--- src/rtl/pgs_pkg.sv ---
// Shared types and constants for the periodic grid stencil unit.
// Used by every module of the block but pgs_grid_mem; depends on nothing.
package pgs_pkg;

  localparam int unsigned SIDE_BITS_DEF = 4;
  localparam int unsigned INDEX_W       = 12;
  localparam int unsigned VALUE_W       = 24;
  localparam int unsigned LAP_W         = 32;
  localparam int unsigned GRAD_W        = 29;
  localparam int unsigned STEP_W        = 4;

  // Step 0 reads the center; steps 1 to 12 read the neighbors axis by axis.
  localparam logic [STEP_W-1:0] STEP_CENTER = 4'd0;
  localparam logic [STEP_W-1:0] STEP_LAST   = 4'd12;

  localparam logic [1:0] AXIS_SLOW = 2'd0;
  localparam logic [1:0] AXIS_MID  = 2'd1;
  localparam logic [1:0] AXIS_FAST = 2'd2;

  localparam logic [1:0] NB_M2 = 2'd0;
  localparam logic [1:0] NB_M1 = 2'd1;
  localparam logic [1:0] NB_P1 = 2'd2;
  localparam logic [1:0] NB_P2 = 2'd3;

  localparam int signed CENTER_COEF = -90;

  localparam logic OP_WRITE = 1'b0;
  localparam logic OP_QUERY = 1'b1;

  typedef enum logic [1:0] {
    ST_IDLE,
    ST_READ,
    ST_WAIT
  } pgs_state_e;

  typedef struct packed {
    logic              valid;
    logic [STEP_W-1:0] step;
  } pgs_tap_t;

endpackage

--- src/rtl/pgs_seq.sv ---
// Query sequencer: walks the thirteen stencil reads and tags the read data.
// Depends on pgs_pkg.
module pgs_seq #(
  parameter int unsigned SIDE_BITS = 4
) (
  input  logic                       clk_i,
  input  logic                       rst_ni,
  input  logic                       query_i,
  input  logic [pgs_pkg::INDEX_W-1:0] index_i,
  output logic                       busy_o,
  output logic                       rd_en_o,
  output logic [3*SIDE_BITS-1:0]     rd_addr_o,
  output pgs_pkg::pgs_tap_t          tap_o
);
  import pgs_pkg::*;

  localparam int unsigned CELL_W = 3 * SIDE_BITS;

  pgs_state_e        state_q, state_d;
  logic [STEP_W-1:0] step_q, step_d;
  logic [CELL_W-1:0] idx_q;
  pgs_tap_t          tap_q;

  logic [STEP_W-1:0]    step_m1;
  logic [1:0]           axis;
  logic [1:0]           nb;
  logic [SIDE_BITS-1:0] off;
  logic [SIDE_BITS-1:0] ps, pm, pf;

  always_ff @(posedge clk_i or negedge rst_ni) begin
    if (!rst_ni) begin
      state_q <= ST_IDLE;
      step_q  <= STEP_CENTER;
      tap_q   <= '0;
    end else begin
      state_q     <= state_d;
      step_q      <= step_d;
      tap_q.valid <= (state_q == ST_READ);
      tap_q.step  <= step_q;
    end
  end

  always_ff @(posedge clk_i) begin
    if (query_i && state_q == ST_IDLE) begin
      idx_q <= CELL_W'(index_i);
    end
  end

  always_comb begin
    state_d = state_q;
    step_d  = step_q;
    unique case (state_q)
      ST_IDLE: begin
        step_d = STEP_CENTER;
        if (query_i) begin
          state_d = ST_READ;
        end
      end
      ST_READ: begin
        step_d = step_q + STEP_W'(1);
        if (step_q == STEP_LAST) begin
          state_d = ST_WAIT;
        end
      end
      ST_WAIT: begin
        state_d = ST_IDLE;
      end
      default: begin
        state_d = ST_IDLE;
      end
    endcase
  end

  always_comb begin
    step_m1 = step_q - STEP_W'(1);
    axis    = step_m1[3:2];
    nb      = step_m1[1:0];
    unique case (nb)
      NB_M2:   off = '1 - SIDE_BITS'(1);
      NB_M1:   off = '1;
      NB_P1:   off = SIDE_BITS'(1);
      default: off = SIDE_BITS'(2);
    endcase
    ps = idx_q[CELL_W-1:2*SIDE_BITS];
    pm = idx_q[2*SIDE_BITS-1:SIDE_BITS];
    pf = idx_q[SIDE_BITS-1:0];
    if (step_q != STEP_CENTER) begin
      priority case (axis)
        AXIS_SLOW: ps = ps + off;
        AXIS_MID:  pm = pm + off;
        default:   pf = pf + off;
      endcase
    end
  end

  assign busy_o    = (state_q != ST_IDLE);
  assign rd_en_o   = (state_q == ST_READ);
  assign rd_addr_o = {ps, pm, pf};
  assign tap_o     = tap_q;

endmodule

--- config.mk ---
export PLATFORM = sky130hd
export DESIGN_NAME = pgs_seq
export DESIGN_NICKNAME = d
export VERILOG_FILES = /design/src/rtl/pgs_pkg.sv /design/src/rtl/pgs_seq.sv
export SDC_FILE = /design/constraint.sdc
export NUM_CORES = 1
export LEC_CHECK = 0
export ABC_AREA = 1
export BUFFER_PORTS_ARGS = -buffer_cell sky130_fd_sc_hd__buf_2
export CAP_MARGIN = 20
export CORE_ASPECT_RATIO = 1.1
export CORE_MARGIN = 2
export CORE_UTILIZATION = 40
export CTS_CLUSTER_DIAMETER = 100
export DETAILED_ROUTE_END_ITERATION = 8
export PLACE_DENSITY = 0.62
export SKIP_LAST_GASP = 1
export SLEW_MARGIN = 20
export SYNTH_ARGS = -nofsm -noshare
export SYNTH_HDL_FRONTEND = slang
export SYNTH_SLANG_ARGS = --single-unit
--- constraint.sdc ---
create_clock -name clk_i -period 3.45 [get_ports clk_i]
set_input_delay 0.1725 -clock clk_i [delete_from_list [all_inputs] [get_ports clk_i]]
set_output_delay 0.1725 -clock clk_i [all_outputs]
set_load 0.01 [all_outputs]
* Word-level counts from Yosys, hierarchy flattened *
Index checks and enable logic that the tools add are counted.

storage, ports and cells
  bits in registers = 23
  input bits = 15
  logic and storage cells = 37

operators by class
  add/sub/neg operators = 5
  eq/ne operators = 7
  multiplexer cells = 11
  reduce and logical (&&, ||, !) cells = 9

operator list
  operator               number
  $mux W4                6
  $add A4 B4 Y4          3
  $pmux W4 S3            1
  $pmux W4 S2            1
  $eq A2 B1 Y1 const B   3
  $logic_not A2 Y1       3
  $add A4 B1 Y4 const B  1
  $eq A4 B4 Y1 const B   1
  $mux W2                2
  $pmux W2 S2            1
  $reduce_bool A2 Y1     2
  $reduce_bool A4 Y1     1
  $sub A4 B1 Y4 const B  1
  $eq A2 B2 Y1 const B   1
  $ne A2 B1 Y1 const B   1
  $ne A2 B2 Y1 const B   1
  $reduce_and A2 Y1      1
  $reduce_or A2 Y1       1
  $logic_and A1 B1 Y1    1

* Longest topological paths before layout *
  word-level depth = 6
  gate-level depth with buffers = 13
  depth with buffers taken out = 12

* Worst setup path after synthesis *
Ideal clock, no wire load.

  kind = flip-flop to output port
  start = reg step_q[0]
  end = out rd_addr_o[10]
  arrival time = 2.106 ns
  setup slack = 1.171 ns
  cell stages (with the launch flop) = 9
  path buffers = 1
  cells stage by stage = dfrtp_1 inv_1 ha_1 buf_4 xor2_1 ha_1 fa_1 xor2_1 o21ai_1

between the ends
  cells in the longest elaborated chain, start to end = 6

RTL lines
  what                                  line           RTL
  from (decl)                           pgs_seq.sv:20  logic [STEP_W-1:0] step_q, step_d;
  from (signal assigned)                pgs_seq.sv:37  step_q <= step_d;
  $sub A4 B1 Y4                         pgs_seq.sv:75  step_m1 = step_q - STEP_W'(1);
  $eq A2 B2 Y1 (tied with other cells)  pgs_seq.sv:78  unique case (nb)
  $pmux W4 S3                           pgs_seq.sv:78
  $add A4 B4 Y4                         pgs_seq.sv:89  AXIS_SLOW: ps = ps + off;
  $mux W4                               pgs_seq.sv:88  priority case (axis)
  $mux W4 *                             pgs_seq.sv:87  if (step_q != STEP_CENTER) begin
  to (decl)                             pgs_seq.sv:12  output logic [3*SIDE_BITS-1:0] rd_addr_o,

Mark *: on every way between the ends. The rest lies on a longest branch, timed or not.

* Final worst setup path *
  start = reg step_q[0]
  end = out rd_addr_o[6]

between the ends
  cells in the longest elaborated chain, start to end = 6

RTL lines
  what                                  line           RTL
  $sub A4 B1 Y4                         pgs_seq.sv:75
  $eq A2 B2 Y1 (tied with other cells)  pgs_seq.sv:78
  $pmux W4 S3                           pgs_seq.sv:78
  $add A4 B4 Y4                         pgs_seq.sv:90  AXIS_MID: pm = pm + off;
  $mux W4                               pgs_seq.sv:88
  $mux W4 *                             pgs_seq.sv:87

Marks and branches as above.

==> flow_summary.json <==
{
  "critPathMaxStageDelay_ps": 480,
  "yosys.area.top_type_share": 0.267,
  "rr_worst_depth": 3,
  "slew_headroom": 0.559,
  "synth.most_common_cell": "nand2_1",
  "grt_pass1_vias": 1203,
  "yosysTopAreaCell": "edfxtp_1",
  "vias_per_cell": 4.78,
  "ys_ff_latch": 23,
  "required_ps": 3280,
  "cts_resized": 0,
  "post-cts-setup-buffer-count": 0,
  "rows": 22,
  "fin_crit_sh": 0.842,
  "diodes": 0,
  "gp_congestion": 0.851,
  "rsz0062_at_grt": "false",
  "drtIter0Drc": 34,
  "drive_gt1_frac": 0.205,
  "drtAntennaViolNets": 0,
  "synth_edf_count": 12,
  "post-route-min-period_ps": 2910,
  "cp.depth": 8,
  "synthTopCellsByArea": "edfxtp_1 (27%), dfrtp_1 (20%), nand2_1 (18%)",
  "fin_cells": 236,
  "synth.distinct_cells": 19,
  "worstPathArrival_ps": 2730,
  "grt_start_max_net_pins": 14,
  "path_buf_inv": 2,
  "end_kind": "output port",
  "synth_common_cells": "nand2_1 (64), inv_1 (25), edfxtp_1 (12), dfrtp_1 (11)",
  "core_area_sq_um": 3280,
  "met3_usage": 0.0259,
  "antenna_found_initial": 0,
  "vdd_ir_drop_max_mv": 0.358,
  "cts_root_buf": "clkbuf_4",
  "cts_buffers": 3,
  "max_freq_mhz": 344,
  "worstPathCellList": "inv_1, ha_1, xor2_1, ha_1, fa_1, xor2_1, o21ai_1, buf_2",
  "die_area_sq_um": 3860,
  "dp_hpwl_mm": 2.22,
  "firstDrtPassIters": 4,
  "area_delta_synth_final_pct": 18.0,
  "clk_pin_slew_ps": 130,
  "initial_core_util": 0.413,
  "cts_tree": "done",
  "grt_first_pass_wirelength_mm": 4.89,
  "top_usage_layer": "met2",
  "cts_num_sinks": 23,
  "hold_violations": 0,
  "power_mw": 1.76,
  "met2_usage": 0.313,
  "syn_inst": 163,
  "syn_area_sq_um": 1350,
  "die_w_microns": 59.4,
  "place_inst": 231,
  "yosysSeqAreaShare": 0.470,
  "setup-violations-final": 0,
  "synth_fp_nets": 189,
  "portBuffers": 33,
  "p_leak_nw": 0.881,
  "routedWlPerCell_microns": 12.2,
  "cts_max_level": 1,
  "outcome": "completed",
  "placed_area_sq_um": 1550,
  "synth_warnings": 0,
  "gr-total-overflow": 0,
  "synthArstFlopShare": 0.478,
  "criticalPathCategory": "reg -> out",
  "min_from": "index_i[7]",
  "ios": 34,
  "routed_wl_mm": 2.87,
  "fin_area_sq_um": 1590,
  "cts_buffer_depth": 2,
  "insertion_delay_ps": 320,
  "synth_ff_type": "edfxtp_1",
  "nets": 227,
  "fin_tns_setup_ps": 0,
  "crit_family": "adder cells",
  "r2r-start": "state_q[1]",
  "skew_ps": 2.09,
  "slew_viol_final": 0,
  "vias": 1129,
  "cp_slowest_cell": "dfrtp_1",
  "drv_cap": 0,
  "fin_util": 0.487,
  "use_met1": 0.179,
  "die_h_microns": 65.0,
  "worstSetupStartpoint": "step_q[0]",
  "crit_path_start_kind": "flop",
  "hold_class": "in -> reg",
  "holdPathStages": 1,
  "track_usage": 0.169,
  "powerDensity_nw_per_um2": 1100,
  "path_max_fanout": 9,
  "synth_area_per_cell_sq_um": 8.29,
  "worst_slew_pin_slew_ps": 660,
  "route.detailed.drc": 0
}
[sequential cells by signal (all words and copies together) (netlist names)]
name,cells
state_q,2
idx_q,12
step_q,4
tap_o,5
[path summary, 6_finish.rpt]
path / end / slack, ps
hold / removal: idx_q[7] / 10
min in group asynchronous: step_q[0] / 230
setup reg to reg: idx_q[3] / 1910
setup / recovery: rd_addr_o[6] / 540
hold reg to reg: tap_o[3] / 450
max in group asynchronous: tap_o[1] / 3020
[power breakdown]
| group | total (mW) | internal, mW | switching, mW |
|---|---|---|---|
| clock | 0.131 | 0.0435 | 0.0873 |
| combinational | 1.19 | 0.453 | 0.742 |
| sequential | 0.429 | 0.368 | 0.0618 |
| total | 1.76 | 0.864 | 0.891 |
[cells in the final DEF, fill, tap and decap left out, types with 3 or more instances in the layout]
| cell type | instances |
|---|---|
| buf_2 | 33 |
| clkbuf_4 | 3 |
| dfrtp_1 | 11 |
| edfxtp_1 | 12 |
| fa_1 | 3 |
| ha_1 | 8 |
| inv_1 | 25 |
| nand2_1 | 64 |
| nand3_1 | 9 |
| nor2_1 | 8 |
| o21ai_0 | 3 |
| xor2_1 | 6 |
[area by class of cell]
class	instances	area, sq um
clock inverters	1	5.00
flip-flops and latches	23	636
fillers	325	1680
clock buffers	3	22.5
multi-input cells	113	613
repair buffers	34	175
well taps	36	45.0
inverters	26	97.6
[through the flow]
step | setup slack (ps) | hold slack [ps]
2_1_floorplan | 1170 | -123
3_3_place_gp | 979 | 43.8
3_5_place_dp | 914 | 55.9
4_1_cts | 533 | 11.5
5_1_grt | 385 | 2.26
6_report | 544 | 12.0
[cell families after synthesis]
group / count (synthesis) / share of synthesized area
xor+xnor: 7 / 0.0454
compound gates: 8 / 0.0306
buf+inv: 27 / 0.0778
flops: 23 / 0.470
fa+ha+maj: 11 / 0.119
simple gates: 87 / 0.257
[routing by layer]
metal	share of wire	vias up
li1	-	580
met5	0	-
met1	0.40	508
met4	0.030	0
met3	0.047	10
met2	0.52	31
[worst register-to-register path, stage by stage (launching register included)]
cell and delay [ps]:
dfrtp_1 430, nor2_1 150, inv_1 100, nor2_2 520
[what timing repair did]
action | 4_1_cts | 5_1_grt
hold buffers | 1 | 0
endpoints found under the setup margin | 0 | 0
endpoints found under the hold margin | 11 | 0
Note: power is estimated with default switching activity, not from simulation.
