$ cat src/rtl/pgs_pkg.sv
// Shared types and constants for the periodic grid stencil unit.
// Used by every module of the block but pgs_grid_mem; depends on nothing.
package pgs_pkg;

  localparam int unsigned SIDE_BITS_DEF = 4;
  localparam int unsigned INDEX_W       = 12;
  localparam int unsigned VALUE_W       = 24;
  localparam int unsigned LAP_W         = 32;
  localparam int unsigned GRAD_W        = 29;
  localparam int unsigned STEP_W        = 4;

  // Step 0 reads the center; steps 1 to 12 read the neighbors axis by axis.
  localparam logic [STEP_W-1:0] STEP_CENTER = 4'd0;
  localparam logic [STEP_W-1:0] STEP_LAST   = 4'd12;

  localparam logic [1:0] AXIS_SLOW = 2'd0;
  localparam logic [1:0] AXIS_MID  = 2'd1;
  localparam logic [1:0] AXIS_FAST = 2'd2;

  localparam logic [1:0] NB_M2 = 2'd0;
  localparam logic [1:0] NB_M1 = 2'd1;
  localparam logic [1:0] NB_P1 = 2'd2;
  localparam logic [1:0] NB_P2 = 2'd3;

  localparam int signed CENTER_COEF = -90;

  localparam logic OP_WRITE = 1'b0;
  localparam logic OP_QUERY = 1'b1;

  typedef enum logic [1:0] {
    ST_IDLE,
    ST_READ,
    ST_WAIT
  } pgs_state_e;

  typedef struct packed {
    logic              valid;
    logic [STEP_W-1:0] step;
  } pgs_tap_t;

endpackage

$ cat src/rtl/pgs_accum.sv
// Shared accumulate unit: folds each tagged sample into the Laplacian and gradient sums.
// Depends on pgs_pkg.
module pgs_accum (
  input  logic                              clk_i,
  input  logic                              rst_ni,
  input  pgs_pkg::pgs_tap_t                 tap_i,
  input  logic signed [pgs_pkg::VALUE_W-1:0] sample_i,
  output logic                              result_valid_o,
  output logic signed [pgs_pkg::LAP_W-1:0]  laplacian_sum_o,
  output logic signed [pgs_pkg::GRAD_W-1:0] grad_slow_o,
  output logic signed [pgs_pkg::GRAD_W-1:0] grad_mid_o,
  output logic signed [pgs_pkg::GRAD_W-1:0] grad_fast_o
);
  import pgs_pkg::*;

  logic signed [LAP_W-1:0]  lap_q, lap_d, lap_term, v_lap;
  logic signed [GRAD_W-1:0] grad_q, grad_d, grad_term, v_grad;
  logic signed [GRAD_W-1:0] grad_slow_q, grad_mid_q;
  logic signed [LAP_W-1:0]  lap_out_q;
  logic signed [GRAD_W-1:0] grad_slow_out_q, grad_mid_out_q, grad_fast_out_q;
  logic                     valid_q;
  logic [STEP_W-1:0]        step_m1;
  logic [1:0]               axis;
  logic [1:0]               nb;
  logic                     last;

  always_comb begin
    v_lap   = LAP_W'(sample_i);
    v_grad  = GRAD_W'(sample_i);
    step_m1 = tap_i.step - STEP_W'(1);
    axis    = step_m1[3:2];
    nb      = step_m1[1:0];
    last    = tap_i.valid && (tap_i.step == STEP_LAST);
    unique case (nb)
      NB_M2: begin
        lap_term  = -v_lap;
        grad_term = v_grad;
      end
      NB_M1: begin
        lap_term  = v_lap <<< 4;
        grad_term = -(v_grad <<< 3);
      end
      NB_P1: begin
        lap_term  = v_lap <<< 4;
        grad_term = v_grad <<< 3;
      end
      default: begin
        lap_term  = -v_lap;
        grad_term = -v_grad;
      end
    endcase
    if (tap_i.step == STEP_CENTER) begin
      lap_d  = LAP_W'(v_lap * LAP_W'(CENTER_COEF));
      grad_d = '0;
    end else begin
      lap_d  = lap_q + lap_term;
      grad_d = (nb == NB_M2) ? grad_term : grad_q + grad_term;
    end
  end

  always_ff @(posedge clk_i) begin
    if (tap_i.valid) begin
      lap_q  <= lap_d;
      grad_q <= grad_d;
      if (tap_i.step != STEP_CENTER && nb == NB_P2) begin
        if (axis == AXIS_SLOW) begin
          grad_slow_q <= grad_d;
        end
        if (axis == AXIS_MID) begin
          grad_mid_q <= grad_d;
        end
      end
    end
    if (last) begin
      lap_out_q       <= lap_d;
      grad_slow_out_q <= grad_slow_q;
      grad_mid_out_q  <= grad_mid_q;
      grad_fast_out_q <= grad_d;
    end
  end

  always_ff @(posedge clk_i or negedge rst_ni) begin
    if (!rst_ni) begin
      valid_q <= 1'b0;
    end else begin
      valid_q <= last;
    end
  end

  assign result_valid_o  = valid_q;
  assign laplacian_sum_o = lap_out_q;
  assign grad_slow_o     = grad_slow_out_q;
  assign grad_mid_o      = grad_mid_out_q;
  assign grad_fast_o     = grad_fast_out_q;

endmodule

$ cat config.mk
export PLATFORM = sky130hd
export DESIGN_NAME = pgs_accum
export DESIGN_NICKNAME = d
export VERILOG_FILES = /design/src/rtl/pgs_pkg.sv /design/src/rtl/pgs_accum.sv
export SDC_FILE = /design/constraint.sdc
export NUM_CORES = 1
export LEC_CHECK = 0
export BUFFER_PORTS_ARGS = -buffer_cell sky130_fd_sc_hd__buf_2
export CAP_MARGIN = 25
export CORE_ASPECT_RATIO = 0.6
export CORE_MARGIN = 2
export CORE_UTILIZATION = 35
export CTS_CLUSTER_DIAMETER = 50
export DETAILED_ROUTE_END_ITERATION = 16
export MAX_ROUTING_LAYER = met4
export PLACE_DENSITY_LB_ADDON = 0.05
export SLEW_MARGIN = 40
export SYNTH_ARGS = -nofsm -noshare
export SYNTH_HDL_FRONTEND = slang
export SYNTH_SLANG_ARGS = --single-unit
$ cat constraint.sdc
create_clock -name clk_i -period 4.9 [get_ports clk_i]
set_clock_uncertainty 0.1 [all_clocks]
set_input_delay 0.245 -clock clk_i [delete_from_list [all_inputs] [get_ports clk_i]]
set_output_delay 0.245 -clock clk_i [all_outputs]
set_load 0.01 [all_outputs]
After elaboration in Yosys (flattened, before gate mapping)
Index checks and enable logic that the tools add are counted.

word-level totals
  flip-flop bits (word level) = 239

operators by class
  $add $sub $neg = 6
  multipliers = 1
  equal/unequal tests = 5
  multiplexer cells = 5
  reduce and logical (&&, ||, !) cells = 9

operators with widths
  operator                                              number
  case mux 29 bit (3 select lines)                      1
  2-to-1 mux 32 bit                                     2
  2-to-1 mux 29 bit                                     2
  adder 32 bit                                          1
  negator 24 -> 32 bit                                  1
  multiplier 24 x 7 -> 31 bit (second input constant)   1
  adder 29 bit                                          1
  negator 24 -> 29 bit                                  1
  negator 27 -> 29 bit                                  1
  AND reduction 3 bit                                   2
  equality test 2 x 1 -> 1 bit (second input constant)  2
  equality test 2 bit (second input constant)           2
  equality test 4 bit (second input constant)           1
  zero test 2 bit                                       2
  zero test 4 bit                                       1
  nonzero test 4 bit                                    1
  subtractor 4 x 1 -> 4 bit (second input constant)     1
  logical AND 1 bit                                     2
  OR reduction 2 bit                                    1

Longest topological paths before layout
Gate-level depths: netlist of the first run.

  depth in word-level cells = 6
  mapped depth = 21
  depth with buffers taken out = 21

Worst setup path before layout of the first run
OpenSTA, ideal clock, no wires.

  path type = input to register
  start = input port sample_i[4] (netlist name)
  end = register lap_q[30], data pin
  setup time = 0.278 ns
  data arrival time = 4.324 ns
  data required time = 4.522 ns
  slack = 0.199 ns
  stages = 17
  path buffers = 2
  cell sequence = buf_6 -> inv_1 -> ha_1 -> fa_1 -> fa_1 -> ha_1 -> ha_1 -> clkbuf_1 -> nor2_1 -> a211oi_1 -> a221oi_2 -> o311ai_1 -> nand3_1 -> o2bb2ai_1 -> o2111ai_1 -> o221ai_1 -> or4_1

between the ends
  cells in the longest elaborated chain, start to end = 4
  elaborated cells on any way between the ends = 5
  classes of those cells = 2 x add/sub; 1 x mul; 2 x mux

ends and longest elaborated chain
  what                   line                              text
  start, declared        pgs_accum.sv:7                    input logic signed [pgs_pkg::VALUE_W-1:0] sample_i,
  negator 24 -> 32 bit   pgs_accum.sv:36, pgs_accum.sv:48
  2-to-1 mux 32 bit      --
  adder 32 bit           pgs_accum.sv:56                   lap_d = lap_q + lap_term;
  2-to-1 mux 32 bit (*)  pgs_accum.sv:52                   if (tap_i.step == STEP_CENTER) begin
  named net lap_d[30]    pgs_accum.sv:16                   logic signed [LAP_W-1:0] lap_q, lap_d, lap_term, v_lap;
  end signal, assigned   pgs_accum.sv:63                   lap_q <= lap_d;
  end, declared          pgs_accum.sv:16

Mark *: on every way through the listed nets, which the timed path passes. The rest lies on a longest branch.
A chain may end at the register's enable or synchronous reset.

Worst setup path in the final report of the first run
  start = input port sample_i[1] (netlist name)
  end = register lap_q[30], data pin

The elaborated chain is that of the path after synthesis.

==> results of run 1 <==
## registers in the layout, indices dropped and copies added, names as in the netlist
name	flops
grad_fast_o	29
grad_mid_o	29
grad_mid_q	29
grad_q	29
grad_slow_o	29
grad_slow_q	29
lap_q	32
laplacian_sum_o	32
result_valid_o	1
## synthesized netlist by cell type, types with 3 or more instances
library cell  instances  area, um2
edfxtp_1            238       7150
ha_1                153       1910
nand2_1             123        462
a21oi_1             120        601
o21ai_0             100        500
nor2_1               85        319
xnor2_1              78        683
inv_1                60        225
fa_1                 43        861
a21o_1               42        315
clkbuf_1             39        146
xor2_1               33        289
nand3_1              30        150
a211oi_1             26        195
nor3_1               24        120
and3_1               15       93.8
o21a_1               14        105
o21bai_1             13       97.6
nor2b_1              11       68.8
or3_1                11       68.8
a31oi_1              10       62.6
nand4_1              10       62.6
o211ai_1             10       75.1
nand2b_1              9       56.3
buf_1                 7       26.3
mux2i_1               7       70.1
o22ai_1               7       43.8
o31ai_1               7       52.6
a32oi_1               6       52.6
and4_1                6       52.6
nor4_1                5       31.3
and2_1                4       25.0
o31a_1                4       35.0
or2_2                 4       25.0
a21boi_0              3       22.5
a221oi_1              3       26.3
a2bb2oi_1             3       26.3
a31o_2                3       26.3
nand3b_1              3       22.5
## path summary, 6_finish.rpt
| kind | from | to | slack, ns | depth (start not counted) |
|---|---|---|---|---|
| min | tap_i[4] | grad_q[27] | 0.06 | 1 |
| min in group asynchronous | rst_ni | result_valid_o | 0.42 | 3 |
| max reg2reg | lap_q[0] | lap_q[30] | 0.99 | 12 |
| max | sample_i[1] | lap_q[30] | 0.32 | 16 |
| max in group asynchronous | rst_ni | result_valid_o | 4.18 | 3 |
| min reg2reg | grad_slow_q[11] | grad_slow_o[11] | 0.32 | 0 |
## critical path: stages
cell and delay [ns]:
buf_2 0.10, inv_1 0.07, ha_1 0.31, fa_1 0.48
fa_1 0.50, fa_1 0.49, ha_1 0.30, o21ai_0 0.13
o211ai_1 0.33, a221oi_2 0.14, o311ai_1 0.46, nand3_1 0.19
o2bb2ai_1 0.18, o2111ai_1 0.18, o221ai_1 0.14, or4_1 0.53
## kinds of logic after synthesis
| family | count (synthesis) |
|---|---|
| DFF | 239 |
| AOI/OAI and AO/OA | 389 |
| muxes | 11 |
| adders and majority gates | 196 |
| xor gates and xnor gates | 111 |
| and+or+nand+nor | 355 |
| buffers and inverters | 109 |
## routing by layer
metal  routed length (um)  vias up  track usage  share of wire
met4                  629        0       0.0278          0.015
met5                    0        -            -              0
met1                21500     5645        0.275           0.52
li1                     -     5898            -              -
met3                 1810       40       0.0264          0.044
met2                17400      205        0.267           0.42
## per-stage QoR
step                      setup TNS (ns)  worst slack [ns]  utilization  cells  power (W)
after floorplan                        0             0.199            -   1410    0.00581
after global placement            -0.731            -0.185        0.422   2287    0.00729
after detailed placement           -1.32            -0.201        0.422   2287    0.00729
after CTS                              0             0.375        0.441   2337    0.00930
after global routing                   0            0.0532        0.442   2338    0.00993
final                                  0             0.325        0.442   2338    0.00919
## what timing repair did
action	CTS	global route
setup endpoints to repair	0	4
hold buffers	2	0
hold endpoints to repair	1	0
resized for setup	0	1
## report_power, final
part / switching (W) / internal (W) / leakage (nW) / total (W)
registers: 0.0000912 / 0.00280 / 2.22 / 0.00289
clock network: 0.000850 / 0.00108 / 0.411 / 0.00193
logic: 0.00238 / 0.00199 / 5.41 / 0.00437
## area by class of cell
type,count,area (um2),area share
multi-input combinational,1062,8030,0.417
sequential,239,7170,0.372
timing repair buffer,348,2270,0.118
tap,579,724,0.0376
clock buffer,31,691,0.0358
inverter,61,229,0.0119
clock inverter,17,151,0.00786
antenna,1,2.50,0.000130
==> reports/summary.txt, run 1 <==
Worst Path Required -> 5.09 ns
Wirelength per Cell -> 17.7 um
io pins -> 151
pwr dens -> 477 nW/um2
Hold WS -> 0.0641 ns
Design Area, Final -> 19300 um2
fmax -> 219 MHz
Async SR Flop Fraction -> 0.00418
gr usage total -> 0.183
Num CTS Buffers -> 26
first-pass GRT wire length -> 65200 um
Post-DP Area -> 18400 um2
Min-Delay Path Class -> in -> reg
measured slew at the worst slew-check pin -> 0.586 ns
number of global-route vias before repair -> 11.3k
post-synthesis mux area share -> 0.00882
GRT overflow -> 0
drt pass-1 iters -> 5
CTS tree -> done
CP max FO -> 3
Final Max Slew Viols -> 0
CTS max path bufs -> 3
clock root cell -> clkbuf_16
die height -> 168 um
FILL cells -> 4167
clk sink count -> 239
Synth Area in XOR/XNOR -> 0.0623
main combinational cell family by area after synthesis -> adder cells
DRC Markers -> 0
DR vias/cell -> 5.04
Core Rows -> 59
setup violators final -> 0
port buffer count -> 150
layout cells sized above 1 -> 0.235
largest net degree at the start of global routing -> 90
initial antenna violation count -> 1
Compound-Gate Fraction of Synth Area -> 0.154
Core Region -> 43600 um2
RSZ-0062 raised after global routing -> false
Synth Flop Type -> edfxtp_1
Simple-Gate Fraction of Synth Area -> 0.110
status -> complete, no violations
Max-cap violations -> 0
Chip Width -> 277 um
Period Utilization, post-route -> 0.934
final RePlAce weighted congestion -> 0.850
Worst-Skew Late Latency -> 0.56 ns
peak supply drop -> 0.340 mV
leading cell type in the layout, fill and taps excluded -> edfxtp_1
final WL -> 41400 um
post-CTS setup buffer count -> 0
final hold violations -> 0
final net count -> 1965
yosys warns -> 0
Syn Nets -> 1637
Syn Inst Count -> 1410
Yosys cell types -> 71
syn avg cell area -> 11.1 um2
Seq cells post-synth -> 239
Initial DRC Count -> 792
Worst Path Arrival -> 4.77 ns
sequential-to-total area share from yosys stat -> 0.460
CP endpoint kind -> flop
H-tree levels -> 1
Post-Synth Adder-Cell Area -> 0.178
most frequent cells in the layout -> 238 x edfxtp_1, 195 x buf_4, 153 x ha_1
Detail Placement HPWL -> 32200 um
slew margin rel. -> 0.604
Post-synth EDFFs -> 238
Leakage -> 8.03 nW
Syn-to-layout area delta -> 23.5%
die footprint -> 46300 um2
DR vias -> 11.8k
ANT nets after route -> 0
Initial Util -> 0.358
final period demand of the worst path -> 4.58 ns
critical path class -> in -> reg
Synth Cell Area -> 15600 um2
Setup crit start kind -> input pin
CTS clk-pin slew, worst paths -> 0.06 ns
Power figures use the tool's default switching activity.
==> inputs of run 2 (changes only) <==
Settings changed: PLACE_DENSITY set to 0.5, PLACE_DENSITY_LB_ADDON 0.05 to unset, RECOVER_POWER set to 100.
==> run 2 against run 1 <==
  * The flow now finishes with violations (capacitance limit, slew limit)
  * Critical path depth rose by 3
  * Global-route usage hardly changed
  * First-iteration DRC count rose by 18%
  * Fmax increased by 0.24%
  * Core utilization down 0.22 points
  * Critical path type unchanged
  * Critical endpoint is now lap_q[29]
==> reports/summary.txt, run 2 (same netlist as run 1, synthesis figures left out) <==
Sw Pwr -> 0.00336 W (+1.3%)
CP endpoint kind -> flop
Wirelength per Cell -> 17.6 um (-0.38%)
clock root cell -> clkbuf_16
Crit Reg-Reg Endpoint -> lap_q[30]
largest net degree at the start of global routing -> 65 (-28%)
Worst Path Arrival -> 4.75 ns (-0.02 ns)
Cell Chain, Critical Path -> buf_2, inv_1, ha_1, fa_1, fa_1, ha_1, ha_1, clkbuf_1, nand4_1, nor4_1, clkbuf_1, o211ai_1, a31oi_1, buf_4, o21ai_0, a31oi_1, xor2_1, o21ai_0, nand3_1
CTS max path bufs -> 3 (unchanged)
DR vias/cell -> 5.10 (+1.2%)
GRT overflow -> 0 (unchanged)
Crit path max-delay family -> adder cells
slew margin rel. -> -1.75 (-2.35)
worst r2r src -> lap_q[0]
met3 Use GR -> 0.0278 (+0.00140)
clk sink count -> 239 (unchanged)
first-pass GRT wire length -> 65900 um (+1.1%)
CTS clk-pin slew, worst paths -> 0.06 ns (about the same)
Num CTS Buffers -> 28 (+7.7%)
most crowded layer after global routing -> met1
switching part of the total -> 0.359 (-0.00246)
Chip Width -> 277 um (unchanged)
H-tree levels -> 1 (unchanged)
Initial DRC Count -> 937 (+18%)
reg2reg path depth -> 12 (unchanged)
most frequent cells in the layout -> 238 x edfxtp_1, 162 x buf_4, 153 x ha_1
grt met1 use -> 0.276 (+0.00168)
setup violators final -> 0 (unchanged)
Min-Delay Path Class -> in -> reg
Place WS -> -0.216 ns (-0.0147 ns)
final net count -> 1965 (unchanged)
Detail Placement HPWL -> 31700 um (-1.5%)
Worst-Skew Late Latency -> 0.56 ns (about the same)
drt pass-1 iters -> 5 (unchanged)
DRC Markers -> 0 (unchanged)
critical path class -> in -> reg
Period Utilization, post-route -> 0.932 (-0.00219)
layout cells sized above 1 -> 0.156 (-0.0792)
met2 usage in global routing -> 0.260 (-0.00679)
pwr dens -> 488 nW/um2 (+2.5%)
final period demand of the worst path -> 4.56 ns (-0.0107 ns)
DR vias -> 11.9k (+1.3%)
die height -> 168 um (unchanged)
Core Rows -> 59 (unchanged)
status -> finished with violations
leading cell type in the layout, fill and taps excluded -> edfxtp_1
worst hold start -> sample_i[5]
internal power -> 0.00601 W (+2.4%)
CP max FO -> 5 (+2)
CTS tree -> done
post-CTS setup buffer count -> 0 (unchanged)
Worst Path Required -> 5.08 ns (about the same)
final WL -> 41300 um (-0.21%)
hold path depth -> 3 (+2)
final core utilization -> 0.440 (-0.00215)
cell repeated most along the worst path -> ha_1
final worst setup slack -> 0.335 ns (+0.0107 ns)
peak supply drop -> 0.278 mV (-18%)
final RePlAce weighted congestion -> 0.868 (+2.1%)
measured slew at the worst slew-check pin -> 4.12 ns (+3.54 ns)
io pins -> 151 (unchanged)
failing checks -> capacitance limit, slew limit
gr usage total -> 0.184 (about the same)
Leakage -> 7.67 nW (-4.5%)
Final Max Slew Viols -> 222 (+222)
Reg power frac -> 0.309 (-0.006)
port buffer count -> 150 (unchanged)
combinational power share -> 0.461 (-0.015)
die footprint -> 46300 um2 (unchanged)
Initial Util -> 0.358 (unchanged)
Setup crit start kind -> input pin
Max-cap violations -> 6 (+6)
Core Region -> 43600 um2 (unchanged)
final hold violations -> 0 (unchanged)
Syn-to-layout area delta -> 22.9%
Crit path largest cell delay -> 0.54 ns (about the same)
WP buf/inv -> 5 (+3)
hold endpoint -> grad_q[5]
ANT nets after route -> 0 (unchanged)
slowest cell on the critical path -> fa_1
FILL cells -> 4198 (+0.74%)
RSZ-0062 raised after global routing -> false
initial antenna violation count -> 3 (+2)
R2R Setup Slk -> 1.07 ns (+0.08 ns)
fmax -> 219 MHz (+0.24%)
number of global-route vias before repair -> 11.6k (+3.1%)
Clock power frac -> 0.230 (+0.020)
[run 2: cell type report]
cell class / count / area [um2] / area share
antenna: 3 / 7.51 / 0.000391
clock buffer: 32 / 737 / 0.0384
clock inverter: 20 / 228 / 0.0119
inverter: 61 / 229 / 0.0119
multi-input combinational: 1062 / 8040 / 0.419
sequential: 239 / 7170 / 0.374
tap: 579 / 724 / 0.0378
timing repair buffer: 346 / 2040 / 0.107
[run 2: per-stage QoR]
stage	cells	TNS (ns)	cell area (um2)	hold slack [ns]	total power, W
2_1_floorplan	1410	0	15600	-0.151	0.00581
3_3_place_gp	2284	-0.969	18400	-0.0774	0.00722
3_5_place_dp	2284	-1.37	18400	-0.0761	0.00725
4_1_cts	2338	0	19400	0.102	0.00948
5_1_grt	2342	0	19200	0.163	0.0101
6_report	2342	0	19200	0.149	0.00937
[run 2: power by group through the flow]
stage	Sequential, W	Combinational (W)	Clock (W)
after detailed placement	0.00293	0.00432	0
after global placement	0.00294	0.00428	0
after CTS	0.00290	0.00436	0.00223
final	0.00290	0.00432	0.00215
after floorplan	0.00291	0.00291	0
after global routing	0.00292	0.00489	0.00231
[run 2: timing repair]
action	CTS	global route
hold endpoints to repair	1	0
hold buffers	2	0
gates resized for setup	0	1
setup endpoints to repair	0	4
[run 2: worst min-delay path, cell delays in order]
cell	delay, ns
buf_2	0.15
nand2_1	0.09
a21oi_1	0.12
[run 2: worst max-delay path by stage]
| stage | from | endpoint | cells past startpoint |
|---|---|---|---|
| detailed placement | sample_i[1] | lap_q[30] | 16 |
| global route | sample_i[1] | grad_fast_o[26] | 24 |
| global placement | sample_i[1] | laplacian_sum_o[30] | 16 |
| CTS | sample_i[1] | laplacian_sum_o[30] | 16 |
| finish | sample_i[3] | lap_q[29] | 19 |
| floorplan | sample_i[4] | lap_q[30] | 17 |
[run 2: metal layers]
layer  up-vias  share of wire
met4         0          0.019
met2       260           0.42
met5         -              0
met1      5729           0.51
li1       5904              -
met3        53          0.049
==> inputs of run 3 (changes only) <==
Settings changed: BUFFER_PORTS_ARGS -buffer_cell sky130_fd_sc_hd__buf_2 to unset, CORE_MARGIN 2 to 4, DONT_BUFFER_PORTS set to 1, PLACE_DENSITY 0.5 to 0.47.
==> run 3 against run 2 <==
  * Setup slack improved by 0.070 ns
  * Critical path type unchanged
  * Power decreased by 1.9%
  * Worst hold slack got worse by 0.089 ns
  * Critical path depth decreased by 2
  * Core utilization decreased by 2.3 points
  * Non-clock buffer count decreased by 214
  * The run still ends with capacitance limit, slew limit left
==> reports/summary.txt, run 3 (same netlist as run 1, synthesis figures left out) <==
Period Utilization, post-route -> 0.917 (-0.0143)
R2R Setup Slk -> 0.98 ns (-0.09 ns)
final hold violations -> 0 (unchanged)
CP max FO -> 7 (+2)
placed cell count -> 2043 (-11%)
cts repair resizes -> 0 (unchanged)
GRT overflow -> 0 (unchanged)
first-pass GRT wire length -> 63400 um (-3.7%)
Core Region -> 43700 um2 (+0.17%)
Min-Delay Path Class -> in -> reg
drt pass-1 iters -> 5 (unchanged)
initial antenna violation count -> 0 (-3)
Num CTS Buffers -> 30 (+7.1%)
worst hold start -> sample_i[1]
Leakage -> 7.14 nW (-7.0%)
DR vias -> 11.1k (-6.7%)
Worst Path Required -> 5.11 ns (+0.03 ns)
CTS clk-pin slew, worst paths -> 0.06 ns (about the same)
Design Area, Final -> 18200 um2 (-5.0%)
clock root cell -> clkbuf_16
FF+latch area -> 7170 um2 (unchanged)
final net count -> 1753 (-11%)
hold_buf cts -> 30 (+28)
Hold WS -> 0.0595 ns (-0.0892 ns)
Final Max Slew Viols -> 111 (-50%)
CTS max path bufs -> 3 (unchanged)
fmax -> 222 MHz (+1.6%)
Wirelength per Cell -> 19.2 um (+9.1%)
ANT nets after route -> 0 (unchanged)
Syn-to-layout area delta -> 16.8%
Initial DRC Count -> 709 (-24%)
failing checks -> capacitance limit, slew limit
DR vias/cell -> 5.23 (+2.6%)
measured slew at the worst slew-check pin -> 4.01 ns (-0.111 ns)
post-CTS setup buffer count -> 0 (unchanged)
clk sink count -> 239 (unchanged)
Worst Path Arrival -> 4.70 ns (-0.05 ns)
leading cell type in the layout, fill and taps excluded -> edfxtp_1
Chip Width -> 281 um (+1.4%)
gr usage total -> 0.172 (-0.0112)
worst r2r src -> grad_q[0]
io pins -> 151 (unchanged)
critical path class -> in -> reg
multi-input logic area -> 8020 um2 (-0.26%)
Worst-Skew Late Latency -> 0.58 ns (+0.02 ns)
setup violators final -> 0 (unchanged)
peak supply drop -> 0.263 mV (-5.7%)
Post-Layout Cell Count -> 2130 (-9.1%)
CP Launch Point -> sample_i[1]
number of global-route vias before repair -> 10.8k (-7.2%)
FILL cells -> 4211 (+0.31%)
CP endpoint kind -> flop
slew margin rel. -> -1.68 (+0.0742)
final period demand of the worst path -> 4.49 ns (-0.0703 ns)
port buffer count -> 0 (-100%)
status -> finished with violations
Post-DP Area -> 17000 um2 (-7.9%)
most frequent cells in the layout -> 238 x edfxtp_1, 153 x ha_1, 123 x nand2_1
layout cells sized above 1 -> 0.106 (-0.0498)
die height -> 172 um (+2.4%)
CTS tree -> done
DRC Markers -> 0 (unchanged)
pwr dens -> 505 nW/um2 (+3.3%)
Detail Placement HPWL -> 30100 um (-5.2%)
die footprint -> 48100 um2 (+3.9%)
H-tree levels -> 1 (unchanged)
Max-cap violations -> 2 (-4)
Setup crit start kind -> input pin
Core Rows -> 59 (unchanged)
Initial Util -> 0.357 (-0.000604)
final RePlAce weighted congestion -> 0.886 (+2.1%)
final WL -> 41000 um (-0.77%)
largest net degree at the start of global routing -> 94 (+45%)
RSZ-0062 raised after global routing -> false
-- run 3: changes by cell type in the layout (fill, tap and decap cells not counted), moves of 3 or more --
cell / change
clkbuf_1: -126
buf_2: -28
clkbuf_4: -5
buf_4: -79
dlygate4sd3_1: +27
buf_12: -3
clkinv_1: -5
-- run 3: critical path: stages --
cell       delay [ns]
inv_1            0.05
ha_1             0.31
fa_1             0.46
fa_1             0.50
fa_1             0.44
ha_1             0.29
o21ai_0          0.28
a211oi_1         0.16
a221oi_2         0.38
o311ai_0         0.23
buf_4            0.18
nand3_1          0.10
o2bb2ai_1        0.17
buf_4            0.18
o21a_1           0.11
o221ai_1         0.10
or4_1            0.53
-- run 3: final cells by class --
type	count	area share
diodes	1	0.000137
clock buffers	36	0.0447
clock inverters	20	0.0135
inverters	61	0.0126
multi-input cells	1062	0.440
flip-flops and latches	239	0.394
well taps	579	0.0398
repair buffers	132	0.0555
-- run 3: worst paths after layout --
kind	to	cells past startpoint
max in group asynchronous	result_valid_o	2
max reg2reg	grad_slow_q[28]	12
min reg2reg	grad_mid_o[16]	0
max	lap_q[30]	17
min in group asynchronous	result_valid_o	2
min	lap_q[3]	4
-- run 3: power breakdown --
part	total [W]	internal (W)	leakage (nW)	switching [W]
Clock	0.00229	0.00133	0.509	0.000960
Sequential	0.00291	0.00281	2.22	0.000107
Combinational	0.00399	0.00174	4.41	0.00225
Total	0.00919	0.00588	7.14	0.00331
-- run 3: metrics by stage --
| step | setup TNS (ns) | utilization | total power [W] | setup slack, ns |
|---|---|---|---|---|
| finish | 0 | 0.417 | 0.00919 | 0.406 |
| global route | 0 | 0.417 | 0.00991 | 0.104 |
| CTS | 0 | 0.420 | 0.00933 | 0.530 |
| detailed placement | -0.244 | 0.388 | 0.00691 | -0.0872 |
| global placement | -0.0245 | 0.387 | 0.00689 | -0.0123 |
| floorplan | 0 | - | 0.00581 | 0.199 |
-- run 3: routing by layer --
layer / vias to the layer above / track usage / share of wire
li1: 5490 / - / -
met1: 5378 / 0.250 / 0.50
met2: 237 / 0.255 / 0.43
met3: 44 / 0.0334 / 0.050
met4: 0 / 0.0277 / 0.015
met5: - / - / 0
